<file path="src/design/pds_pkg.sv">
// ----------------------------------------------------------------------------
// pds_pkg: shared types and constants of the periodic deadline scheduler
// payload structs for the command and result transactions
// ----------------------------------------------------------------------------
package pds_pkg;

  localparam int unsigned TaskSlotsDefault = 16;
  localparam int unsigned SlotW = 4;
  // most results a single poll may return
  localparam int unsigned ResultCap = 16;

  typedef enum logic {
    MODE_POLL = 1'b0,
    MODE_LOAD = 1'b1
  } mode_e;

  typedef struct packed {
    logic        mode;
    logic [31:0] now_seconds;
    logic [3:0]  slot;
    logic [15:0] own_interval;
    logic [15:0] group_interval;
    logic [15:0] force_interval;
  } cmd_t;

  typedef struct packed {
    logic [3:0] due_slot;
    logic       forced;
    logic       last_of_run;
  } res_t;

  // control handed from the sequencer into the row of cells
  typedef struct packed {
    logic        load;
    logic [5:0]  load_slot;
    logic        latch;
    logic        take;
    logic [5:0]  take_slot;
    logic        resched;
    logic [31:0] now;
  } cell_ctl_t;

endpackage

</file>
<file path="src/design/pds_cell.sv">
// ----------------------------------------------------------------------------
// pds_cell: one task slot
// holds one slot's state and passes the running oldest-due candidate onward
// ----------------------------------------------------------------------------
module pds_cell #(
  parameter int unsigned IdxW = 4,
  parameter logic [IdxW-1:0] Index = '0
) (
  input  logic                clk_i,
  input  logic                rst_ni,
  input  pds_pkg::cell_ctl_t  ctl_i,
  input  pds_pkg::cmd_t       cmd_i,
  input  logic                cand_vld_i,
  input  logic [31:0]         cand_age_i,
  input  logic [IdxW-1:0]     cand_idx_i,
  input  logic                cand_frc_i,
  output logic                cand_vld_o,
  output logic [31:0]         cand_age_o,
  output logic [IdxW-1:0]     cand_idx_o,
  output logic                cand_frc_o
);

  logic            valid_q, taken_q, due_q;
  logic [31:0]     dl_q, lft_q, age_q;
  logic [15:0]     per_q, fper_q;
  logic            cand_vld_q, cand_frc_q;
  logic [31:0]     cand_age_q;
  logic [IdxW-1:0] cand_idx_q;
  logic            mine, take_me, frc_now, here;
  logic [15:0]     per_sel;
  logic [31:0]     age_now;

  assign mine    = (ctl_i.load_slot == 6'(Index));
  assign take_me = ctl_i.take && (ctl_i.take_slot == 6'(Index));
  assign per_sel = (cmd_i.own_interval != '0) ? cmd_i.own_interval : cmd_i.group_interval;
  assign age_now = ctl_i.now - dl_q;
  assign frc_now = (fper_q != '0) && ((ctl_i.now - lft_q) >= {16'd0, fper_q});

  // pass the older candidate on; ties keep the lower index from upstream
  assign here = due_q && !taken_q && (!cand_vld_i || age_q > cand_age_i);

  always_ff @(posedge clk_i or negedge rst_ni) begin
    if (!rst_ni) begin
      valid_q    <= 1'b0;
      taken_q    <= 1'b0;
      due_q      <= 1'b0;
      cand_vld_q <= 1'b0;
      cand_age_q <= '0;
      cand_idx_q <= '0;
      cand_frc_q <= 1'b0;
    end else begin
      if (ctl_i.load && mine) valid_q <= 1'b1;
      if (ctl_i.latch) begin
        taken_q <= 1'b0;
        due_q   <= valid_q && !age_now[31];
      end else if (take_me) begin
        taken_q <= 1'b1;
      end
      cand_vld_q <= cand_vld_i || here;
      cand_age_q <= here ? age_q : cand_age_i;
      cand_idx_q <= here ? Index : cand_idx_i;
      cand_frc_q <= here ? frc_now : cand_frc_i;
    end
  end

  always_ff @(posedge clk_i) begin
    if (ctl_i.load && mine) begin
      per_q  <= (per_sel == '0) ? 16'd1 : per_sel;
      fper_q <= cmd_i.force_interval;
      dl_q   <= cmd_i.now_seconds;
      lft_q  <= '0;
    end else begin
      if (ctl_i.latch) age_q <= age_now;
      if (take_me && frc_now) lft_q <= ctl_i.now;
      if (ctl_i.resched && taken_q) dl_q <= ctl_i.now + {16'd0, per_q};
    end
  end

  assign cand_vld_o = cand_vld_q;
  assign cand_age_o = cand_age_q;
  assign cand_idx_o = cand_idx_q;
  assign cand_frc_o = cand_frc_q;

endmodule

</file>
<file path="config.mk">
export PLATFORM = sky130hd
export DESIGN_NAME = pds_cell
export DESIGN_NICKNAME = d
export VERILOG_FILES = /design/src/design/pds_pkg.sv /design/src/design/pds_cell.sv
export SDC_FILE = /design/constraint.sdc
export NUM_CORES = 1
export LEC_CHECK = 0
export ABC_AREA = 1
export BUFFER_PORTS_ARGS = -buffer_cell sky130_fd_sc_hd__buf_2
export CAP_MARGIN = 5
export CORE_MARGIN = 1.5
export CORE_UTILIZATION = 45
export CTS_CLUSTER_SIZE = 25
export DETAILED_ROUTE_END_ITERATION = 10
export GPL_TIMING_DRIVEN = 0
export PLACE_DENSITY = 0.69
export SLEW_MARGIN = 20
export SYNTH_ARGS = -nofsm -noshare
export SYNTH_HDL_FRONTEND = slang
export SYNTH_SLANG_ARGS = --single-unit
</file>
<file path="constraint.sdc">
create_clock -name clk_i -period 2.8 [get_ports clk_i]
set_clock_uncertainty 0.05 [all_clocks]
set_input_delay 0.14 -clock clk_i [delete_from_list [all_inputs] [get_ports clk_i]]
set_output_delay 0.14 -clock clk_i [all_outputs]
set_load 0.005 [all_outputs]
</file>
==> results.toml <==
[placement]
place_ws_ns = -0.800
place.gp.congestion = 0.916
io_buffers = 205
hpwl_um = 28500

[drt]
first_pass_iters = 5
vias = 12600
drtIter0Drc = 625
routed_wl_um = 36300
wl_per_cell_um = 14.1
drc_errors = 0
postRouteAntennaNets = 0
viasPerCell = 4.88

[floorplanning]
core_area_um2 = 28700
start_util_pct = 45.8
die_width_um = 174
dieArea_um2 = 30200
std_cell_rows = 62
die_y_um = 174
boundaryPins = 211

[clocking]
cts.sinks = 169
cts-root-buf = "clkbuf_16"
clockBufferDepth = 2
path_clk_slew_ns = 0.07
clk_latency_ns = 0.45
cts_buffers = 17
cts_tree = "done"
htree_levels = 4

[power_and_ir_drop]
leakage_nw = 8.87
seqPwrFrac_pct = 34.1
ir_drop_mv = 0.310
finalPower_mw = 8.73
p_switching_mw = 3.21
cellPowerDensity_nw_per_um2 = 513
clkPwrFrac_pct = 26.6
power.internal_mw = 5.52
power.share.switching_pct = 36.8
comb_power_share_pct = 39.3

[grt]
grt_max_degree = 42
grt_antenna_before_repair = 2
overflow = 0
grtUsageTotal_pct = 24.0
grt_pass1_wl_um = 58100
grt_pass1_vias = 12300

[synthesis]
synthTopCellsByArea = "edfxtp_1 22%, nand2_1 14%, ha_1 12%"
synth_commonest_cells = "491 x nand2_1, 352 x inv_1, 138 x nor2_1, 126 x ha_1, 105 x a21oi_1"
syn-instance-count = 1821
synth-seq-area-share_pct = 34.6
synthArstFlopShare_pct = 24.3
yosysUniqueCellTypes = 52
synth_top_area_cell = "edfxtp_1"
yosysWarnings = 0
synth_top_area_share_pct = 21.9
synth.most_common_cell = "nand2_1"
synthFlopType = "edfxtp_1"
avgSynthCellArea_um2 = 7.22
synthesis.nets = 2123
syn_area_um2 = 13100
synth_edf_count = 96
synth-seq-cells = 169

[setup_path]
required_ns = 3.09
worst-path-stages = 27
reg2reg_depth = 27
endpoint_kind = "register"
path_buf_inv = 4
crit_path_max_fanout = 7
slowest_delay_ns = 0.36
crit_arrival_ns = 3.73
start_kind = "register"
crit_type = "reg -> reg"
slowest_stage = "fa_2"
crit_family = "simple AND/OR/NAND/NOR gates"

[min_path]
hold_path.class = "in -> reg"
holdPathStages = 3

[sta]
tns_ns = -19.73
fin_crit_sh_pct = 123
finalHoldViolations = 0
finalSetupViolations = 33
postLayoutSetupSlackWorst_ns = -0.644
fmax_mhz = 290
fin_crit_ns = 3.44
final_max_slew_viol_count = 0
max_slew_margin_pct = 34.2
worst_pin_slew_ns = 0.987
rsz0062_at_grt = "true"

[final_layout]
final_nets = 2476
fin_util_pct = 59.2
n_fill_cell = 2603
area_delta_synth_final_pct = 29.4
drive_gt1_share_pct = 19.1

[run_status]
violations = "setup timing"
status = "complete, but fails checks"

[job]
drv_cap = 0
layout by cell type, fill, tap and decap left out, drive strengths merged, types with 5 or more instances in the layout:
master and instances:
dfrtp 41, edfxtp 96, ha 126, o21bai 6, nor3 18, nand2 525
nor4 17, dlygate4sd3 106, buf 242, clkinv 8, xor2 42, inv 369
nand4 44, nand3 52, dfxtp 32, o211ai 5, a31oi 14, nand3b 10
a21oi 105, clkbuf 34, xnor2 18, or2 5, o21ai 88, nor2 153
cells by family after synthesis:
group	after synthesis	synth area share [%]
XOR/XNOR	60	4.00
AO/OA/AOI/OAI	239	9.93
adder cells (fa/ha/maj)	129	12.5
AND/OR/NAND/NOR	831	27.3
buffers and inverters	393	11.7
flip-flops	169	34.6
worst register-to-register path: cells and delay by family (launching register included):
kind / cells / cell delay, ns
adder cells (fa/ha/maj): 3 / 0.78
AND/OR/NAND/NOR: 19 / 1.56
flip-flops: 1 / 0.34
buffers and inverters: 4 / 0.43
XOR/XNOR: 1 / 0.15
state kept, by name, indices dropped and copies added (netlist names):
name / count
lft_q: 32
age_q: 32
valid_q: 1
cand_idx_o: 4
dl_q: 32
taken_q: 1
cand_vld_o: 1
cand_frc_o: 1
per_q: 16
fper_q: 16
due_q: 1
cand_age_o: 32
repair_timing:
item / 4_1_cts / 5_1_grt
gates resized for setup: 52 / 54
endpoints found under the setup margin: 69 / 75
hold endpoints to repair: 134 / 0
setup buffers: 12 / 7
hold buffers: 106 / 0
gates cloned: 2 / 2
pin swaps: 15 / 27
power groups by stage:
stage	Clock, mW	Sequential, mW	Combinational [mW]
floorplan	0	3.02	2.13
global placement	0	3.02	2.87
detailed placement	0	3.02	2.94
CTS	2.35	2.97	3.28
global route	2.45	3.00	3.90
finish	2.32	2.98	3.43
layout make-up:
type	instances	area (µm²)	area share (%)
clock buffers	17	425	2.50
repair buffers	334	2340	13.8
multi-input cells	1259	7480	44.0
well taps	384	480	2.83
flip-flops and latches	169	4550	26.8
inverters	362	1360	7.99
plain buffers	31	206	1.21
diodes	2	5.00	0.0294
clock inverters	15	149	0.876
through the flow:
step           cell area, µm²  instances  hold slack, ns
2_1_floorplan           13200       1821          -0.206
3_3_place_gp            14700       2410           0.225
3_5_place_dp            14700       2410           0.238
4_1_cts                 16700       2562       0.0000228
5_1_grt                 17000       2573          0.0104
6_report                17000       2573         0.00557
worst paths after layout:
check	slack (ns)	from	end
max	-0.64	lft_q[0]	lft_q[25]
min	0.006	cmd_i[44]	per_q[12]
max reg2reg	-0.64	lft_q[0]	lft_q[25]
min reg2reg	0.43	age_q[16]	cand_age_o[16]
max in group asynchronous	1.87	rst_ni	cand_age_o[18]
min in group asynchronous	0.29	rst_ni	cand_age_o[11]
routing by layer:
layer  vias to the layer above  track usage [%]  part of all wire, %  wire [µm]
met5                         -                0                    0          0
met1                      5613             27.9                   43      15400
li1                       6549                -                    -          -
met2                       317             43.9                   50      18000
met4                         0             10.8                  3.8       1400
met3                        86             2.87                  3.9       1420
(Power assumes the default switching activity.)
