**src/design/pds_pkg.sv**
```systemverilog
// ----------------------------------------------------------------------------
// pds_pkg: shared types and constants of the periodic deadline scheduler
// payload structs for the command and result transactions
// ----------------------------------------------------------------------------
package pds_pkg;

  localparam int unsigned TaskSlotsDefault = 16;
  localparam int unsigned SlotW = 4;
  // most results a single poll may return
  localparam int unsigned ResultCap = 16;

  typedef enum logic {
    MODE_POLL = 1'b0,
    MODE_LOAD = 1'b1
  } mode_e;

  typedef struct packed {
    logic        mode;
    logic [31:0] now_seconds;
    logic [3:0]  slot;
    logic [15:0] own_interval;
    logic [15:0] group_interval;
    logic [15:0] force_interval;
  } cmd_t;

  typedef struct packed {
    logic [3:0] due_slot;
    logic       forced;
    logic       last_of_run;
  } res_t;

  // control handed from the sequencer into the row of cells
  typedef struct packed {
    logic        load;
    logic [5:0]  load_slot;
    logic        latch;
    logic        take;
    logic [5:0]  take_slot;
    logic        resched;
    logic [31:0] now;
  } cell_ctl_t;

endpackage

```
**src/design/pds_seq.sv**
```systemverilog
// ----------------------------------------------------------------------------
// pds_seq: poll sequencer
// steps one selection per pass through the registered cell chain
// ----------------------------------------------------------------------------
module pds_seq #(
  parameter int unsigned TaskSlots = pds_pkg::TaskSlotsDefault,
  parameter int unsigned IdxW = 4
) (
  input  logic               clk_i,
  input  logic               rst_ni,
  input  logic               start_i,
  input  pds_pkg::cmd_t      cmd_i,
  input  logic               cand_vld_i,
  input  logic [IdxW-1:0]    cand_idx_i,
  input  logic               cand_frc_i,
  output pds_pkg::cell_ctl_t ctl_o,
  output logic               busy_o,
  output logic               strobe_o,
  output pds_pkg::res_t      result_o
);

  localparam int unsigned CntW  = IdxW + 1;
  localparam int unsigned NresW = $clog2(pds_pkg::ResultCap + 1);

  typedef enum logic [3:0] {
    ST_IDLE  = 4'b0001,
    ST_LATCH = 4'b0010,
    ST_SCAN  = 4'b0100,
    ST_RESCH = 4'b1000
  } state_e;

  state_e          state_q, state_d;
  logic [31:0]     now_q;
  logic [CntW-1:0] cnt_q;
  logic [NresW-1:0] nres_q;
  logic            pend_q;
  logic [IdxW-1:0] pidx_q;
  logic            pfrc_q;
  logic            strobe_q;
  pds_pkg::res_t   result_q;
  logic            accept;
  logic            eval;
  logic            found;

  assign accept = start_i && (state_q == ST_IDLE);
  assign busy_o = (state_q != ST_IDLE);
  // a full pass has settled once the counter reaches the row length
  assign eval   = (state_q == ST_SCAN) && (cnt_q == CntW'(TaskSlots));
  assign found  = eval && cand_vld_i && (nres_q < NresW'(pds_pkg::ResultCap));

  always_comb begin
    state_d = state_q;
    case (state_q)
      ST_IDLE:  if (accept && cmd_i.mode == pds_pkg::MODE_POLL) state_d = ST_LATCH;
      ST_LATCH: state_d = ST_SCAN;
      ST_SCAN:  if (eval && !found) state_d = ST_RESCH;
      ST_RESCH: state_d = ST_IDLE;
      default:  state_d = ST_IDLE;
    endcase
  end

  always_comb begin
    ctl_o = '0;
    ctl_o.now = now_q;
    ctl_o.load = accept && cmd_i.mode == pds_pkg::MODE_LOAD;
    ctl_o.load_slot = {2'b00, cmd_i.slot};
    ctl_o.latch = (state_q == ST_LATCH);
    ctl_o.take = found;
    ctl_o.take_slot = 6'(cand_idx_i);
    ctl_o.resched = (state_q == ST_RESCH);
  end

  always_ff @(posedge clk_i or negedge rst_ni) begin
    if (!rst_ni) begin
      state_q  <= ST_IDLE;
      cnt_q    <= '0;
      nres_q   <= '0;
      pend_q   <= 1'b0;
      strobe_q <= 1'b0;
    end else begin
      state_q  <= state_d;
      strobe_q <= 1'b0;
      if (state_q == ST_LATCH) begin
        cnt_q  <= '0;
        nres_q <= '0;
        pend_q <= 1'b0;
      end else if (eval) begin
        cnt_q    <= '0;
        strobe_q <= pend_q;
        pend_q   <= found;
        if (found) nres_q <= nres_q + NresW'(1);
      end else if (state_q == ST_SCAN) begin
        cnt_q <= cnt_q + CntW'(1);
      end
    end
  end

  // the held pick leaves once the next pass tells whether it was the last
  always_ff @(posedge clk_i) begin
    if (accept) now_q <= cmd_i.now_seconds;
    if (eval) begin
      result_q.due_slot    <= 4'(pidx_q);
      result_q.forced      <= pfrc_q;
      result_q.last_of_run <= !found;
      if (found) begin
        pidx_q <= cand_idx_i;
        pfrc_q <= cand_frc_i;
      end
    end
  end

  assign strobe_o = strobe_q;
  assign result_o = result_q;

endmodule

```
**config.mk**
```make
export PLATFORM = sky130hd
export DESIGN_NAME = pds_seq
export DESIGN_NICKNAME = d
export VERILOG_FILES = /design/src/design/pds_pkg.sv /design/src/design/pds_seq.sv
export SDC_FILE = /design/constraint.sdc
export NUM_CORES = 1
export LEC_CHECK = 0
export BUFFER_PORTS_ARGS = -buffer_cell sky130_fd_sc_hd__buf_2
export CELL_PAD_IN_SITES_DETAIL_PLACEMENT = 1
export CELL_PAD_IN_SITES_GLOBAL_PLACEMENT = 2
export CORE_MARGIN = 1.5
export CORE_UTILIZATION = 25
export DETAILED_ROUTE_END_ITERATION = 10
export PLACE_DENSITY_LB_ADDON = 0.1
export SYNTH_ARGS = -nofsm -noshare
export SYNTH_HDL_FRONTEND = slang
export SYNTH_SLANG_ARGS = --single-unit
```
**constraint.sdc**
```tcl
create_clock -name clk_i -period 2.7 [get_ports clk_i]
set_input_delay 0.27 -clock clk_i [delete_from_list [all_inputs] [get_ports clk_i]]
set_output_delay 0.27 -clock clk_i [all_outputs]
set_load 0.01 [all_outputs]
```
==> metrics.md <==
| Metric | Value |
|---|---|
| Status | completed |
| Antenna violations before repair | 0 |
| Final worst path period share | 79.5% |
| Hold slack | 0.108 ns |
| Global Route Usage Sum | 11.5% |
| Pwr dens | 742 mW/mm^2 |
| Grt ovf | 0 |
| Setup WS post-layout | 0.554 ns |
| Worst slew margin | 66.9% |
| Post-route cell area | 0.00295 sq mm |
| EDFF count, synth | 43 |
| Area contributors post-synth | edfxtp_1 58%, dfrtp_1 17%, buf_4 4.4%, nand2_1 1.9%, mux2i_1 1.8% |
| IO Port Bufs | 89 |
| DRT Pass-1 Iters | 4 |
| Final hold viol count | 0 |
| Non-Filler Instances | 343 |
| Register area share after synthesis | 76.5% |
| Int Power | 1670 uW |
| DRC Markers | 0 |
| Routed Antenna Nets | 0 |
| Post-Synthesis Cells | 138 |
| Flops & latches, synth | 59 |
| DR vias | 1443 |
| Leakage | 0.00133 uW |
| Row count | 34 |
| IO Pins | 150 |
| Routed len/inst | 14.6 um |
| MaxCap Viol Count | 0 |
| Peak supply drop | 0.357 mV |
| Core box area | 0.00864 sq mm |
| Yosys top cell area share | 58.3% |
| Vias in the first global route | 1490 |
| Ant diodes | 0 |
| Async SR Flop Fraction | 27.1% |
| Register clock-pin slew on the reported worst setup and hold paths | 0.07 ns |
| FILL cells | 962 |
| Post-Syn Area | 0.00221 sq mm |
| Die width | 97.1 um |
| Ys flop type | edfxtp_1 |
| Vias/cell | 4.21 |
| First-pass GRT wire length | 8220 um |
| Area Overhead vs Synth | 33.2% |
| Hold depth | 1 |
| Final net count | 327 |
| Library cells used by synthesis | 35 |
| Setup TNS | 0 ns |
| Commonest cells post-synth | 43 x edfxtp_1, 15 x dfrtp_1, 13 x buf_4, 11 x nand2_1, 7 x inv_1 |
| Area after DPL | 0.00272 sq mm |
| Final setup vio count | 0 |
| DIE AREA | 0.00943 sq mm |
| Power share of the sequential group | 50.3% |
| CP arrival | 1.88 ns |
| Crit path time final | 2.15 ns |
| Count leader, synth | edfxtp_1 |
| Worst-path fanout max | 9 |
| Clk root buf | clkbuf_8 |
| Leading area contributor after synthesis | edfxtp_1 |
| Starting Density | 25.6% |
| Placed Cells | 326 |
| RSZ-0062 raised after global routing | no |
| Peak Freq | 466 MHz |
| CTS tree | yes |
| Slew @ Worst Pin | 0.490 ns |
| Total CTS buffers | 9 |
| Clk buf depth | 2 |
| Avg Inst Size Synth | 16.0 sq um |
| Setup bufs post-CTS | 0 |
| Setup CP Type | reg -> out |
| Psw | 515 uW |
| Skew-Pair Late Insertion Delay | 0.33 ns |
| Synth Warn # | 0 |
| Starting DRT DRC Count | 60 |
| R2R setup slack | 0.87 ns |
| RePlAce Congestion | 0.751 |
| Worst r2r path cells | 3 |
| Pre-CTS WS | 0.838 ns |
| Clock skew | 0.00676 ns |
| H-Tree Depth | 3 |
| Comb pwr share | 10.0% |
| Die Y | 97.1 um |
| Max-slew violation count | 0 |
| Switching Share | 23.6% |
| Routed wire length | 5020 um |
| Critical Path RT | 2.43 ns |
| Critical Path Start Type | register |
| Detail Placement HPWL | 3840 um |
| Share of layout cells above drive strength 1 | 47.2% |
| Worst min path class | in -> reg |
| Largest net degree at the start of global routing | 23 |
| Clk network pwr share | 39.7% |
| Clock Sinks | 59 |
| Critical Path End Type | primary output |
## layout by cell type (no fill, tap or decap), types with 4 or more instances in the layout
master	count
inv_1	7
nand2_1	11
edfxtp_1	43
buf_2	89
mux2i_1	4
nand3_1	4
conb_1	4
dfrtp_1	15
clkbuf_8	9
## registers in the layout (all words and copies together) (netlist names)
| register | cells |
|---|---|
| now_q | 32 |
| result_o | 6 |
| cnt_q | 5 |
| nres_q | 5 |
| pidx_q | 4 |
| state_q | 4 |
| pend_q | 1 |
| pfrc_q | 1 |
| strobe_o | 1 |
## power groups by stage
| stage | logic, uW | clock network (uW) | registers, uW |
|---|---|---|---|
| 4_1_cts | 226 | 904 | 1100 |
| 2_1_floorplan | 105 | 0 | 1140 |
| 3_5_place_dp | 224 | 0 | 1120 |
| 6_report | 219 | 868 | 1100 |
| 5_1_grt | 249 | 944 | 1110 |
| 3_3_place_gp | 215 | 0 | 1120 |
## critical path: stages (launching register included)
cell	delay, ns
dfrtp_1	0.43
or4b_1	0.73
inv_2	0.23
buf_2	0.16
## cell type report
type | instances | area, sq um | share of cell area, %
Timing Repair Buffer | 93 | 478 | 16.2
Clock inverter | 7 | 92.6 | 3.14
Tap cell | 108 | 135 | 4.58
Multi-Input combinational cell | 59 | 395 | 13.4
Inverter | 8 | 30.0 | 1.02
Sequential cell | 59 | 1690 | 57.4
Clock buffer | 9 | 124 | 4.20
## cells by family after synthesis
kind of cell	Yosys count	synth area share (%)
AO/OA/AOI/OAI	11	3.11
adder cells (fa/ha/maj)	3	1.70
buffers and inverters	23	6.16
flip-flops	59	76.5
multiplexers	4	1.81
other	1	0.169
AND/OR/NAND/NOR	37	10.6
## repair_timing
item | CTS | global route
hold endpoints to repair | 15 | 0
resized for setup | 0 | 0
hold buffers | 1 | 0
## per-layer routing
metal  vias to the layer above  track usage, %  wire length, um
met3                        16            4.39              405
met5                         -               0                0
met2                        68            18.0             2400
li1                        677               -                -
met4                         0            7.13              156
met1                       682            13.4             2060
## worst paths after layout
kind | startpoint | to
setup / recovery | state_q[3]$_DFFE_PN0P_ | ctl_o[40]
hold / removal | cmd_i[61] | now_q[9]$_DFFE_PN_
setup reg to reg | state_q[0]$_DFFE_PN1P_ | now_q[7]$_DFFE_PN_
hold reg to reg | pidx_q[1]$_DFFE_PP_ | result_o[3]$_DFFE_PP_
max in group asynchronous | rst_ni | state_q[0]$_DFFE_PN1P_
min in group asynchronous | rst_ni | nres_q[1]$_DFFE_PN0P_
## through the flow
| stage | power (uW) | utilization (%) |
|---|---|---|
| global route | 2300 | 34.1 |
| global placement | 1330 | 31.5 |
| finish | 2190 | 34.1 |
| detailed placement | 1350 | 31.5 |
| CTS | 2230 | 34.1 |
| floorplan | 1240 | - |
Note: power is estimated with default switching activity, not from simulation.
